==> config.mk <==
export PLATFORM = sky130hd
export DESIGN_NAME = cbor_item_head_encoder
export DESIGN_NICKNAME = d
export VERILOG_FILES = /design/src/hw/rtl/cbor_enc_pkg.sv /design/src/hw/rtl/cbor_item_head_encoder.sv /design/src/hw/rtl/cbor_enc_front.sv /design/src/hw/rtl/cbor_enc_queue.sv /design/src/hw/rtl/cbor_enc_back.sv
export SDC_FILE = /design/constraint.sdc
export NUM_CORES = 1
export LEC_CHECK = 0
export BUFFER_PORTS_ARGS = -buffer_cell sky130_fd_sc_hd__buf_4
export CAP_MARGIN = 0
export CORE_MARGIN = 2
export CORE_UTILIZATION = 35
export CTS_CLUSTER_SIZE = 12
export DETAILED_ROUTE_END_ITERATION = 16
export PLACE_DENSITY_LB_ADDON = 0.25
export SLEW_MARGIN = 20
export SYNTH_ARGS = -nofsm -noshare
export SYNTH_HDL_FRONTEND = slang
export SYNTH_SLANG_ARGS = --single-unit
==> constraint.sdc <==
create_clock -name clock -period 18.35 [get_ports clock]
set_clock_uncertainty 0.1 [all_clocks]
set_input_delay 2.7525 -clock clock [delete_from_list [all_inputs] [get_ports clock]]
set_output_delay 2.7525 -clock clock [all_outputs]
set_load 0.02 [all_outputs]
==> src/hw/rtl/cbor_enc_pkg.sv <==
// Package with shared types and constants for the CBOR item head encoder.
`timescale 1ns / 1ps

package cbor_enc_pkg;

   localparam int unsigned CAP_W            = 17;
   localparam int unsigned MAX_BUFFER_BYTES = 65536;
   localparam logic [CAP_W-1:0] CAP_MAX     = CAP_W'(MAX_BUFFER_BYTES);

   // request function codes
   localparam logic [2:0] FUNC_UINT   = 3'd0;
   localparam logic [2:0] FUNC_NEGINT = 3'd1;
   localparam logic [2:0] FUNC_TEXT   = 3'd2;
   localparam logic [2:0] FUNC_TBYTE  = 3'd3;
   localparam logic [2:0] FUNC_ARRAY  = 3'd4;
   localparam logic [2:0] FUNC_MAP    = 3'd5;
   localparam logic [2:0] FUNC_TAG    = 3'd6;

   // CBOR major types
   localparam logic [2:0] MT_UINT   = 3'd0;
   localparam logic [2:0] MT_NEGINT = 3'd1;
   localparam logic [2:0] MT_TEXT   = 3'd3;
   localparam logic [2:0] MT_ARRAY  = 3'd4;
   localparam logic [2:0] MT_MAP    = 3'd5;
   localparam logic [2:0] MT_TAG    = 3'd6;

   // additional-info codes for the extended forms
   localparam logic [4:0] AI_INLINE_MAX = 5'd23;
   localparam logic [4:0] AI_ONE        = 5'd24;
   localparam logic [4:0] AI_TWO        = 5'd25;
   localparam logic [4:0] AI_FOUR       = 5'd26;

   localparam logic [1:0] ST_OK      = 2'd0;
   localparam logic [1:0] ST_NO_MEM  = 2'd1;
   localparam logic [1:0] ST_INVALID = 2'd2;

   typedef struct packed {
      logic [2:0]  func;
      logic [32:0] value;
   } req_type;

   typedef struct packed {
      logic             byte_valid;
      logic [7:0]       out_byte;
      logic [15:0]      out_offset;
      logic [1:0]       status;
      logic [CAP_W-1:0] bytes_used;
      logic             last;
   } rsp_type;

   // one classified request, waiting to be serialized
   typedef struct packed {
      logic             has_bytes;
      logic [2:0]       count;
      logic [4:0][7:0]  bytes;
      logic [CAP_W-1:0] start;
      logic [1:0]       status;
   } head_type;

   localparam int unsigned QUEUE_DEPTH = 4;
   localparam int unsigned QPTR_W      = $clog2(QUEUE_DEPTH);

endpackage

==> src/hw/rtl/cbor_item_head_encoder.sv <==
// Top level of the CBOR item head encoder: front end, queue and back end.
//
//   channel   ports                               direction
//   request   req_push, req_full, req_data        in  (queue-style push)
//   response  rsp_pop, rsp_empty, rsp_data        out (queue-style pop)
//   csr       csr_valid, csr_ready, csr_data      in  (buffer capacity write)
//
// A request is classified and queued in the cycle it is pushed; the back end
// then emits one response per cycle while responses are popped: one per head
// byte, or a single one for a refused request, through the output register.
// Up to four classified heads buffer between the ends, so requests keep
// flowing while responses stall. Reset is synchronous and clears the
// position to zero and the capacity to its maximum. The csr is always ready.
`timescale 1ns / 1ps

module cbor_item_head_encoder (
   input  logic                           clock,
   input  logic                           reset,
   input  logic                           req_push,
   output logic                           req_full,
   input  cbor_enc_pkg::req_type          req_data,
   output logic                           rsp_empty,
   input  logic                           rsp_pop,
   output cbor_enc_pkg::rsp_type          rsp_data,
   input  logic                           csr_valid,
   output logic                           csr_ready,
   input  logic [cbor_enc_pkg::CAP_W-1:0] csr_data
);

   logic                   enq;
   cbor_enc_pkg::head_type enq_data;
   logic                   deq;
   logic                   q_full;
   logic                   q_empty;
   cbor_enc_pkg::head_type q_data;

   assign req_full  = q_full;
   assign csr_ready = 1'b1;

   cbor_enc_front u_front (
      .clock     (clock),
      .reset     (reset),
      .req_push  (req_push),
      .q_full    (q_full),
      .req_data  (req_data),
      .csr_valid (csr_valid),
      .csr_data  (csr_data),
      .enq       (enq),
      .enq_data  (enq_data)
   );

   cbor_enc_queue u_queue (
      .clock    (clock),
      .reset    (reset),
      .enq      (enq),
      .enq_data (enq_data),
      .deq      (deq),
      .q_full   (q_full),
      .q_empty  (q_empty),
      .q_data   (q_data)
   );

   cbor_enc_back u_back (
      .clock     (clock),
      .reset     (reset),
      .q_empty   (q_empty),
      .q_data    (q_data),
      .deq       (deq),
      .rsp_empty (rsp_empty),
      .rsp_pop   (rsp_pop),
      .rsp_data  (rsp_data)
   );

endmodule

==> src/hw/rtl/cbor_enc_front.sv <==
// Front end: classifies requests, builds head bytes and tracks the buffer position.
`timescale 1ns / 1ps

module cbor_enc_front (
   input  logic                      clock,
   input  logic                      reset,
   input  logic                      req_push,
   input  logic                      q_full,
   input  cbor_enc_pkg::req_type     req_data,
   input  logic                      csr_valid,
   input  logic [cbor_enc_pkg::CAP_W-1:0] csr_data,
   output logic                      enq,
   output cbor_enc_pkg::head_type    enq_data
);

   logic [cbor_enc_pkg::CAP_W-1:0] cap_ff, cap_in;
   logic [cbor_enc_pkg::CAP_W-1:0] pos_ff, pos_in;

   logic [cbor_enc_pkg::CAP_W-1:0] room;
   logic [cbor_enc_pkg::CAP_W-1:0] room_after;
   logic [32:0]                    neg_m1;
   logic [31:0]                    arg;
   logic [2:0]                     major;
   logic                           invalid;
   logic                           is_tbyte;
   logic [2:0]                     n;
   logic [4:0][7:0]                hb;
   logic                           fits;
   cbor_enc_pkg::head_type         item;

   assign enq = req_push && !q_full;

   always_comb begin
      room       = (pos_ff <= cap_ff) ? (cap_ff - pos_ff) : '0;
      neg_m1     = req_data.value - 33'd1;
      is_tbyte   = 1'b0;
      invalid    = 1'b0;
      major      = cbor_enc_pkg::MT_UINT;
      arg        = req_data.value[31:0];
      case (req_data.func)
         cbor_enc_pkg::FUNC_UINT: begin
            major   = cbor_enc_pkg::MT_UINT;
            invalid = req_data.value[32];
         end
         cbor_enc_pkg::FUNC_NEGINT: begin
            major   = cbor_enc_pkg::MT_NEGINT;
            arg     = neg_m1[31:0];
            // zero and anything beyond 2^32 are out of range
            invalid = (req_data.value == '0) || (neg_m1[32] == 1'b1);
         end
         cbor_enc_pkg::FUNC_TEXT: begin
            major   = cbor_enc_pkg::MT_TEXT;
            invalid = req_data.value[32];
         end
         cbor_enc_pkg::FUNC_TBYTE: begin
            is_tbyte = 1'b1;
         end
         cbor_enc_pkg::FUNC_ARRAY: begin
            major   = cbor_enc_pkg::MT_ARRAY;
            invalid = req_data.value[32];
         end
         cbor_enc_pkg::FUNC_MAP: begin
            major   = cbor_enc_pkg::MT_MAP;
            invalid = req_data.value[32];
         end
         cbor_enc_pkg::FUNC_TAG: begin
            major   = cbor_enc_pkg::MT_TAG;
            invalid = req_data.value[32];
         end
         default: begin
            invalid = 1'b1;
         end
      endcase

      hb = '0;
      if (is_tbyte) begin
         n     = 3'd1;
         hb[0] = req_data.value[7:0];
      end else if (arg <= 32'(cbor_enc_pkg::AI_INLINE_MAX)) begin
         n     = 3'd1;
         hb[0] = {major, arg[4:0]};
      end else if (arg <= 32'hFF) begin
         n     = 3'd2;
         hb[0] = {major, cbor_enc_pkg::AI_ONE};
         hb[1] = arg[7:0];
      end else if (arg <= 32'hFFFF) begin
         n     = 3'd3;
         hb[0] = {major, cbor_enc_pkg::AI_TWO};
         hb[1] = arg[15:8];
         hb[2] = arg[7:0];
      end else begin
         n     = 3'd5;
         hb[0] = {major, cbor_enc_pkg::AI_FOUR};
         hb[1] = arg[31:24];
         hb[2] = arg[23:16];
         hb[3] = arg[15:8];
         hb[4] = arg[7:0];
      end

      fits       = room >= cbor_enc_pkg::CAP_W'(n);
      room_after = room - cbor_enc_pkg::CAP_W'(n);

      item.start = pos_ff;
      item.bytes = hb;
      pos_in     = pos_ff;
      if (invalid) begin
         item.has_bytes = 1'b0;
         item.count     = 3'd1;
         item.status    = cbor_enc_pkg::ST_INVALID;
      end else if (!fits) begin
         item.has_bytes = 1'b0;
         item.count     = 3'd1;
         item.status    = cbor_enc_pkg::ST_NO_MEM;
      end else begin
         item.has_bytes = 1'b1;
         item.count     = n;
         item.status    = cbor_enc_pkg::ST_OK;
         // text payload that will not fit after the head
         if (req_data.func == cbor_enc_pkg::FUNC_TEXT && arg > 32'(room_after)) begin
            item.status = cbor_enc_pkg::ST_NO_MEM;
         end
         if (enq) begin
            pos_in = pos_ff + cbor_enc_pkg::CAP_W'(n);
         end
      end

      cap_in = cap_ff;
      if (csr_valid) begin
         cap_in = (csr_data > cbor_enc_pkg::CAP_MAX) ? cbor_enc_pkg::CAP_MAX : csr_data;
         pos_in = '0;
      end
   end

   assign enq_data = item;

   always_ff @(posedge clock) begin
      if (reset) begin
         cap_ff <= cbor_enc_pkg::CAP_MAX;
         pos_ff <= '0;
      end else begin
         cap_ff <= cap_in;
         pos_ff <= pos_in;
      end
   end

endmodule

==> src/hw/rtl/cbor_enc_queue.sv <==
// Small queue of classified heads between the front and back ends.
`timescale 1ns / 1ps

module cbor_enc_queue (
   input  logic                   clock,
   input  logic                   reset,
   input  logic                   enq,
   input  cbor_enc_pkg::head_type enq_data,
   input  logic                   deq,
   output logic                   q_full,
   output logic                   q_empty,
   output cbor_enc_pkg::head_type q_data
);

   cbor_enc_pkg::head_type entries_ff [cbor_enc_pkg::QUEUE_DEPTH];
   cbor_enc_pkg::head_type q_data_ff;
   logic [cbor_enc_pkg::QPTR_W-1:0] wr_ptr_ff, wr_ptr_in;
   logic [cbor_enc_pkg::QPTR_W-1:0] rd_ptr_ff, rd_ptr_in;
   logic [cbor_enc_pkg::QPTR_W:0]   count_ff, count_in;

   assign q_full  = count_ff == (cbor_enc_pkg::QPTR_W+1)'(cbor_enc_pkg::QUEUE_DEPTH);
   assign q_empty = count_ff == '0;
   assign q_data  = q_data_ff;

   always_comb begin
      wr_ptr_in = enq ? wr_ptr_ff + 1'b1 : wr_ptr_ff;
      rd_ptr_in = deq ? rd_ptr_ff + 1'b1 : rd_ptr_ff;
      count_in  = count_ff;
      if (enq && !deq) begin
         count_in = count_ff + 1'b1;
      end else if (deq && !enq) begin
         count_in = count_ff - 1'b1;
      end
   end

   // hold the oldest entry in a register; bypass a write into the slot read next
   always_ff @(posedge clock) begin
      if (enq) begin
         entries_ff[wr_ptr_ff] <= enq_data;
      end
      if (enq && wr_ptr_ff == rd_ptr_in) begin
         q_data_ff <= enq_data;
      end else begin
         q_data_ff <= entries_ff[rd_ptr_in];
      end
   end

   always_ff @(posedge clock) begin
      if (reset) begin
         wr_ptr_ff <= '0;
         rd_ptr_ff <= '0;
         count_ff  <= '0;
      end else begin
         wr_ptr_ff <= wr_ptr_in;
         rd_ptr_ff <= rd_ptr_in;
         count_ff  <= count_in;
      end
   end

endmodule

==> src/hw/rtl/cbor_enc_back.sv <==
// Back end: serializes each queued head into one response per byte, or one for a refused head.
`timescale 1ns / 1ps

module cbor_enc_back (
   input  logic                   clock,
   input  logic                   reset,
   input  logic                   q_empty,
   input  cbor_enc_pkg::head_type q_data,
   output logic                   deq,
   output logic                   rsp_empty,
   input  logic                   rsp_pop,
   output cbor_enc_pkg::rsp_type  rsp_data
);

   cbor_enc_pkg::head_type cur_ff, cur_in;
   logic                   cur_valid_ff, cur_valid_in;
   logic [2:0]             idx_ff, idx_in;
   logic                   out_valid_ff, out_valid_in;
   cbor_enc_pkg::rsp_type  out_ff, out_in;

   logic                   advance;
   logic                   fin;
   logic [7:0]             sel_byte;
   logic [cbor_enc_pkg::CAP_W-1:0] offset;

   always_comb begin
      case (idx_ff)
         3'd0:    sel_byte = cur_ff.bytes[0];
         3'd1:    sel_byte = cur_ff.bytes[1];
         3'd2:    sel_byte = cur_ff.bytes[2];
         3'd3:    sel_byte = cur_ff.bytes[3];
         3'd4:    sel_byte = cur_ff.bytes[4];
         default: sel_byte = '0;
      endcase

      advance = cur_valid_ff && (!out_valid_ff || rsp_pop);
      fin     = (idx_ff + 3'd1) == cur_ff.count;
      offset  = cur_ff.start + cbor_enc_pkg::CAP_W'(idx_ff);
      deq     = !q_empty && (!cur_valid_ff || (advance && fin));

      out_in.byte_valid = cur_ff.has_bytes;
      out_in.out_byte   = cur_ff.has_bytes ? sel_byte : 8'd0;
      out_in.out_offset = offset[15:0];
      out_in.status     = fin ? cur_ff.status : cbor_enc_pkg::ST_OK;
      out_in.bytes_used = cur_ff.has_bytes ? offset + 1'b1 : cur_ff.start;
      out_in.last       = fin;

      out_valid_in = advance ? 1'b1 : (rsp_pop ? 1'b0 : out_valid_ff);

      cur_in       = cur_ff;
      cur_valid_in = cur_valid_ff;
      idx_in       = idx_ff;
      if (advance) begin
         idx_in = idx_ff + 3'd1;
         if (fin) begin
            cur_valid_in = 1'b0;
         end
      end
      // reload the slot from the queue when it is empty or as the current head retires
      if (deq) begin
         cur_in       = q_data;
         cur_valid_in = 1'b1;
         idx_in       = '0;
      end
   end

   assign rsp_empty = !out_valid_ff;
   assign rsp_data  = out_ff;

   always_ff @(posedge clock) begin
      cur_ff <= cur_in;
      idx_ff <= idx_in;
      if (advance) begin
         out_ff <= out_in;
      end
   end

   always_ff @(posedge clock) begin
      if (reset) begin
         cur_valid_ff <= 1'b0;
         out_valid_ff <= 1'b0;
      end else begin
         cur_valid_ff <= cur_valid_in;
         out_valid_ff <= out_valid_in;
      end
   end

endmodule

# Word-level counts from Yosys, hierarchy flattened
# Memories as Yosys holds them, arrays and structs flattened. A register that Yosys moved wholly into a read port is not among the register bits.
# Cells that the tools add are included.
[totals] mem_count=1 ram_bits=252 mem_bits_ro=0 regBits=154 latch_bits=0 wordCells=118
[mem_list] name="u_queue.entries_ff" depth=4 word_bits=63 rd=1 rd_ports_with_merged_regs=1 write_ports=1 line="cbor_enc_queue.sv:15" source="cbor_enc_pkg::head_type entries_ff [cbor_enc_pkg::QUEUE_DEPTH];"
[op_classes] reduce_logical=28 n_lt_le_gt_ge=7 n_addsub=11 eq_ne=12 n_mul=0 shifts=0 div_mod_pow=0 muxes=35 bitwise=1
[ops] cell="2-to-1 mux 32 bit" count=3
[ops] cell="2-to-1 mux 17 bit" count=3
[ops] cell="2-to-1 mux 24 bit" count=2
[ops] cell="case mux 8 bit (5 select lines)" count=1
[ops] cell="adder 17 x 3 -> 17 bit" count=2
[ops] cell="zero test 33 bit" count=1
[ops] cell="subtractor 33 x 1 -> 33 bit (second input constant)" count=1
[ops] cell="> comparator 32 x 17 -> 1 bit" count=1
[ops] cell="less-or-equal comparator 32 x 16 -> 1 bit (second input constant)" count=1
[ops] cell="less-or-equal comparator 32 x 5 -> 1 bit (second input constant)" count=1
[ops] cell="less-or-equal comparator 32 x 8 -> 1 bit (second input constant)" count=1
[ops] cell="2-to-1 mux 16 bit" count=2
[ops] cell="2-to-1 mux 3 bit" count=6
[ops] cell="adder 17 x 1 -> 17 bit (second input constant)" count=1
[ops] cell="greater-or-equal comparator 17 x 3 -> 1 bit" count=1
[ops] cell="> comparator 17 bit (second input constant)" count=1
[ops] cell="less-or-equal comparator 17 bit" count=1
[ops] cell="subtractor 17 bit" count=1
[ops] cell="subtractor 17 x 3 -> 17 bit" count=1
[ops] cell="2-to-1 mux 8 bit" count=2
[ops] cell="equality test 3 bit (second input constant)" count=5
[ops] cell="case mux 3 bit (5 select lines)" count=1
[ops] cell="equality test 3 x 2 -> 1 bit (second input constant)" count=4
[ops] cell="zero test 3 bit" count=3
[ops] cell="18 further kinds" count=48

# Longest topological paths before layout
[depth] word_depth=13 mapped_depth=27 mapped_depth_nobuf=25

# Modules after synthesis
# A second synthesis with hierarchy kept.
[unflattened] cells_unflattened=1441 area_unflattened_um2=19762.7
[modules_own_cells] mod="cbor_enc_queue" cells_per_inst=371 n_inst=1 area_each_um2=9589.2
[modules_own_cells] mod="cbor_enc_back" cells_per_inst=370 n_inst=1 area_each_um2=5173.7
[modules_own_cells] mod="cbor_enc_front" cells_per_inst=698 n_inst=1 area_each_um2=4988.5
[modules_own_cells] mod="cbor_item_head_encoder" cells_per_inst=2 n_inst=1 area_each_um2=11.3

# Worst setup path before layout
# Ideal clock, no wire load.
[synth_path] kind="input to register" start="in req_data[15] in the netlist's numbering" end="mem u_queue.entries_ff[0][0] in the netlist's numbering, data pin" path_stages=24 slack_ps=9596 path_buffers=1 required_time_ps=17976 arrival_time_ps=8380 setup_time_ps=274 cell_sequence="or4_4 > or3_4 > or4_1 > buf_2 > or4b_4 > o31ai_4 > nand4_2 > nor4_4 > inv_2 > ha_1 > nor2b_1 > o21ai_0 > nand2b_1 > a21oi_1 > nand2_1 > a32oi_1 > ha_1 > a2111oi_0 > o21ai_0 > a31o_2 > a2111oi_0 > a211oi_1 > o2111ai_1 > a21oi_1"
[synth_lines] item="start, declared" line="cbor_item_head_encoder.sv:21" source="input cbor_enc_pkg::req_type req_data,"
[synth_lines] item="end, declared" line="cbor_enc_queue.sv:15"

==> impl_metrics.yaml <==
timing:
  finalMaxSlewViolations: 0
  maxClockFrequency_ghz: 0.1078
  min_period_ns: 9.275
  worstMarginPinSlew_ns: 1.059
  timing.slew.headroom: 0.2938
  finalWorstSetupSlack_ns: 9.075
  grt_setup_unrepaired: "no"
  report.final.setup_viol: 0
  totalNegativeSetupSlack_ns: 0
  final_number_of_hold_violating_endpoints: 0
  timing.final.crit_share: 0.5055
grt:
  met3_usage: 0.02224
  met2_usage: 0.2463
  top_usage_layer: "met2"
  grt_pass1_vias: 11190
  grt_overflow: 0
  gr-usage-met1: 0.2285
  grt_use_total: 0.1572
  wire_length_of_the_first_global_routing_pass_um: 67840
  number_of_antenna_violations_at_the_first_check_in_global_routing: 0
  grt_max_degree: 70
cts:
  cts-htree-levels: 2
  post_cts.repair.setup_buffers: 0
  cts.reportedPaths.clkPinSlew_ns: 0.06
  numClockSinks: 408
  clkLatencyLatePin_ns: 0.55
  cts.repair.resized: 0
  cts-buffers-inserted: 43
  cts_buffer_depth: 3
  clock_tree_from_tritoncts: "done"
  clock-root-buffer: "sky130_fd_sc_hd__clkbuf_16"
  postCtsHoldBufs: 0
cells_and_area:
  layout.core_utilization: 0.4053
  final_layout_size_suffix_gt1_frac: 0.1838
  design.final.nets: 1570
  layout.filler_cells: 5073
  layout-area-overhead-vs-synth_pct: 15.01
  layout.cells.most_common_list: "360 x sky130_fd_sc_hd__edfxtp_1, 116 x sky130_fd_sc_hd__buf_4, 73 x sky130_fd_sc_hd__nor2_1"
  layout.cells.most_common: "sky130_fd_sc_hd__edfxtp_1"
job:
  maxCapViolations: 0
status:
  outcome: "completed"
worst_setup_path:
  cp_cell_sequence: "buf_4, nor4b_4, nand4b_1, or4_1, or4b_4, o31ai_4, nand4_2, nor4_4, inv_2, ha_1, nor2b_1, o21ai_0, nand2b_1, a21oi_1, nand2_1, a32oi_1, ha_1, a2111oi_0, o21ai_0, a31o_2, a2111oi_0, a211oi_1, o2111ai_1, a21oi_1"
  r2r_setup_slack_ns: 11.70
  timing.rr.start: "u_front.pos_ff[6]"
  critical-path-top-delay-family: "simple AND/OR/NAND/NOR gates"
  critical-path-max-stage-delay_ns: 0.76
  reg2reg_depth: 23
  cp_max_fo: 8
  critical_path_depth: 24
  cp-start-kind: "input port"
  rr_endpoint: "u_queue.entries_ff[3][0]"
  cp_data_arrival_time_ns: 9.45
  timing.critical_path.slowest_stage_cell: "sky130_fd_sc_hd__or4_1"
  critPathCaptureType: "flip-flop"
  count_of_buffering_cells_on_the_critical_path_with_inverters_included: 2
  setup.worst_path.class: "in2reg"
  cp.required_ns: 18.52
die:
  floorplan.die.width_um: 236.3
  initial_cell_density_of_the_core: 0.3524
  num_rows: 85
  die_area_um2: 55840
  dieHeight_um: 236.3
  core_region_area_um2: 53600
  io_pins: 106
synth:
  postSynth.topFlopCell: "sky130_fd_sc_hd__edfxtp_1"
  synth_area_leaders: "sky130_fd_sc_hd__edfxtp_1 57%, sky130_fd_sc_hd__mux4_2 7.5%, sky130_fd_sc_hd__dfxtp_1 5.1%"
  ys_seq_area_frac: 0.6232
  synth_edf_count: 360
  synthesis.yosys.warnings: 0
  netlist_instances: 1343
  number_of_flip_flops_and_latches_in_the_synthesized_netlist: 408
  synthesized_area_um2: 18890
  syn_avg_cell_area_um2: 14.06
  distinct_cells_synth: 80
  synth_top_area_share: 0.5723
  netlist.top_cell.by_area: "sky130_fd_sc_hd__edfxtp_1"
  synth_async_sr_flop_share: 0
  syn-num-nets: 1461
pwr:
  clock_network_fraction_of_design_power: 0.265
  switchingPower_uw: 919.1
  leak_pwr_nw: 7.483
  vdd.ir_drop.worst_uv: 66.05
  power.internal_mw: 2.095
  share_seq_of_total_power: 0.462
  sw_frac_of_total: 0.3050
  power_density_nw_per_um2: 138.7
  pwr-share-comb: 0.274
place:
  preCtsSetupSlack_ns: 8.583
  detailedPlacementHpwl_um: 30360
  io_buffer_count: 104
  routability_driven_placement_congestion_ratio: 0.8822
drt:
  postRouteWirelength_um: 44060
  routed-via-count: 11430
  first_pass_iters: 6
  detailed_route_drc_error_count: 0
  detailedRoute.firstIterationViolations: 939
  routed_wire_length_per_instance_um: 20.24
  ant_nets: 0
  avgViaCountPerCell: 5.250
min_path:
  hold_path_depth: 1
  hold_class: "reg2reg"
  holdCritStartpoint: "u_queue.rd_ptr_ff[1]"
[layout make-up]
type                       instances  area [µm²]  area share
sequential                       408       11780      0.5421
multi-input combinational        822        6709      0.3088
clock buffer                      59        1146     0.05276
timing repair buffer             116       870.8     0.04009
tap                              696       870.8     0.04009
inverter                          61       229.0     0.01054
clock inverter                    14       118.9    0.005472
antenna                            1       2.502   0.0001152
[Yosys cell counts, drive strengths merged (4+ instances only)]
| master | count |
|---|---|
| clkbuf | 39 |
| a32oi | 4 |
| ha | 55 |
| o21ai | 37 |
| edfxtp | 360 |
| nand2b | 14 |
| or3 | 10 |
| nand4 | 18 |
| a31oi | 16 |
| nand2 | 70 |
| o31ai | 6 |
| mux4 | 63 |
| and3 | 15 |
| buf | 13 |
| mux2 | 8 |
| nor4 | 18 |
| and2 | 14 |
| nor2b | 19 |
| a22oi | 12 |
| a22o | 18 |
| nand3 | 43 |
| fa | 5 |
| xnor2 | 50 |
| a211oi | 14 |
| a21o | 20 |
| o211ai | 5 |
| or4 | 5 |
| nor3 | 34 |
| o21a | 6 |
| o2111ai | 6 |
| a21oi | 68 |
| xor2 | 37 |
| mux2i | 7 |
| a31o | 5 |
| nor3b | 4 |
| dfxtp | 48 |
| nor2 | 74 |
| inv | 61 |
[worst max-delay path by stage]
stage                 startpoint                       end  slack (ns)
floorplan           req_data[15]  u_queue.entries_ff[0][0]        9.60
global placement     req_data[2]  u_queue.entries_ff[0][0]        8.78
detailed placement   req_data[2]  u_queue.entries_ff[0][0]        8.58
CTS                  req_data[2]  u_queue.entries_ff[0][0]        9.18
global route         req_data[2]  u_queue.entries_ff[3][0]        8.53
finish               req_data[2]  u_queue.entries_ff[3][0]        9.07
[worst register-to-register path, stage by stage (launching register included)]
cell	delay (ns)
sky130_fd_sc_hd__dfxtp_1	0.45
sky130_fd_sc_hd__inv_1	0.14
sky130_fd_sc_hd__ha_1	0.53
sky130_fd_sc_hd__a211oi_1	0.14
sky130_fd_sc_hd__o31ai_1	0.74
sky130_fd_sc_hd__nand2b_1	0.22
sky130_fd_sc_hd__a31o_2	0.42
sky130_fd_sc_hd__nand2_1	0.17
sky130_fd_sc_hd__inv_1	0.08
sky130_fd_sc_hd__ha_1	0.24
sky130_fd_sc_hd__nor2b_1	0.14
sky130_fd_sc_hd__o21ai_0	0.20
sky130_fd_sc_hd__nand2b_1	0.16
sky130_fd_sc_hd__a21oi_1	0.29
sky130_fd_sc_hd__nand2_1	0.08
sky130_fd_sc_hd__a32oi_1	0.20
sky130_fd_sc_hd__ha_1	0.27
sky130_fd_sc_hd__a2111oi_0	0.42
sky130_fd_sc_hd__o21ai_0	0.15
sky130_fd_sc_hd__a31o_2	0.25
sky130_fd_sc_hd__a2111oi_0	0.44
sky130_fd_sc_hd__a211oi_1	0.09
sky130_fd_sc_hd__o2111ai_1	0.28
sky130_fd_sc_hd__a21oi_1	0.16
[routing by layer]
metal	up-vias	share of wire	wire length (µm)
li1	5428	-	-
met1	5700	0.48	20980
met2	231	0.46	20440
met3	70	0.039	1699
met4	0	0.021	944
met5	-	0	0
[sequential cells by signal, summed over array words and instances, names as in the netlist, named ones only]
| register | flops |
|---|---|
| u_queue.entries_ff | 252 |
| u_back.cur_ff | 63 |
| u_back.rsp_data | 45 |
| u_front.cap_ff | 17 |
| u_front.pos_ff | 17 |
| u_back.idx_ff | 3 |
| u_queue.count_ff | 3 |
| u_queue.rd_ptr_ff | 2 |
| u_queue.wr_ptr_ff | 2 |
| u_back.cur_valid_ff | 1 |
| u_back.out_valid_ff | 1 |
[through the flow]
stage,power [mW],hold slack (ns),std cells,instance area [µm²]
final,3.014,0.3541,2177,21720
after global routing,3.184,0.3754,2176,21720
after CTS,3.063,0.3506,2176,21710
after detailed placement,2.258,0.3371,2103,20440
after global placement,2.246,0.3312,2103,20440
after floorplan,1.966,0.3244,1343,18890
[kinds of logic after synthesis]
family | share of synthesized area
flops | 0.6232
simple gates | 0.09837
compound gates | 0.08850
buf+inv | 0.02352
xor+xnor | 0.04034
mux | 0.08360
fa+ha+maj | 0.04226
other cells | 0.0001985
[power groups by stage]
stage	registers, mW	logic, mW	clock network, mW
2_1_floorplan	1.42	0.549	0
3_3_place_gp	1.41	0.835	0
3_5_place_dp	1.42	0.841	0
4_1_cts	1.40	0.843	0.822
5_1_grt	1.42	0.908	0.856
6_report	1.39	0.825	0.797
(Power assumes the default switching activity.)
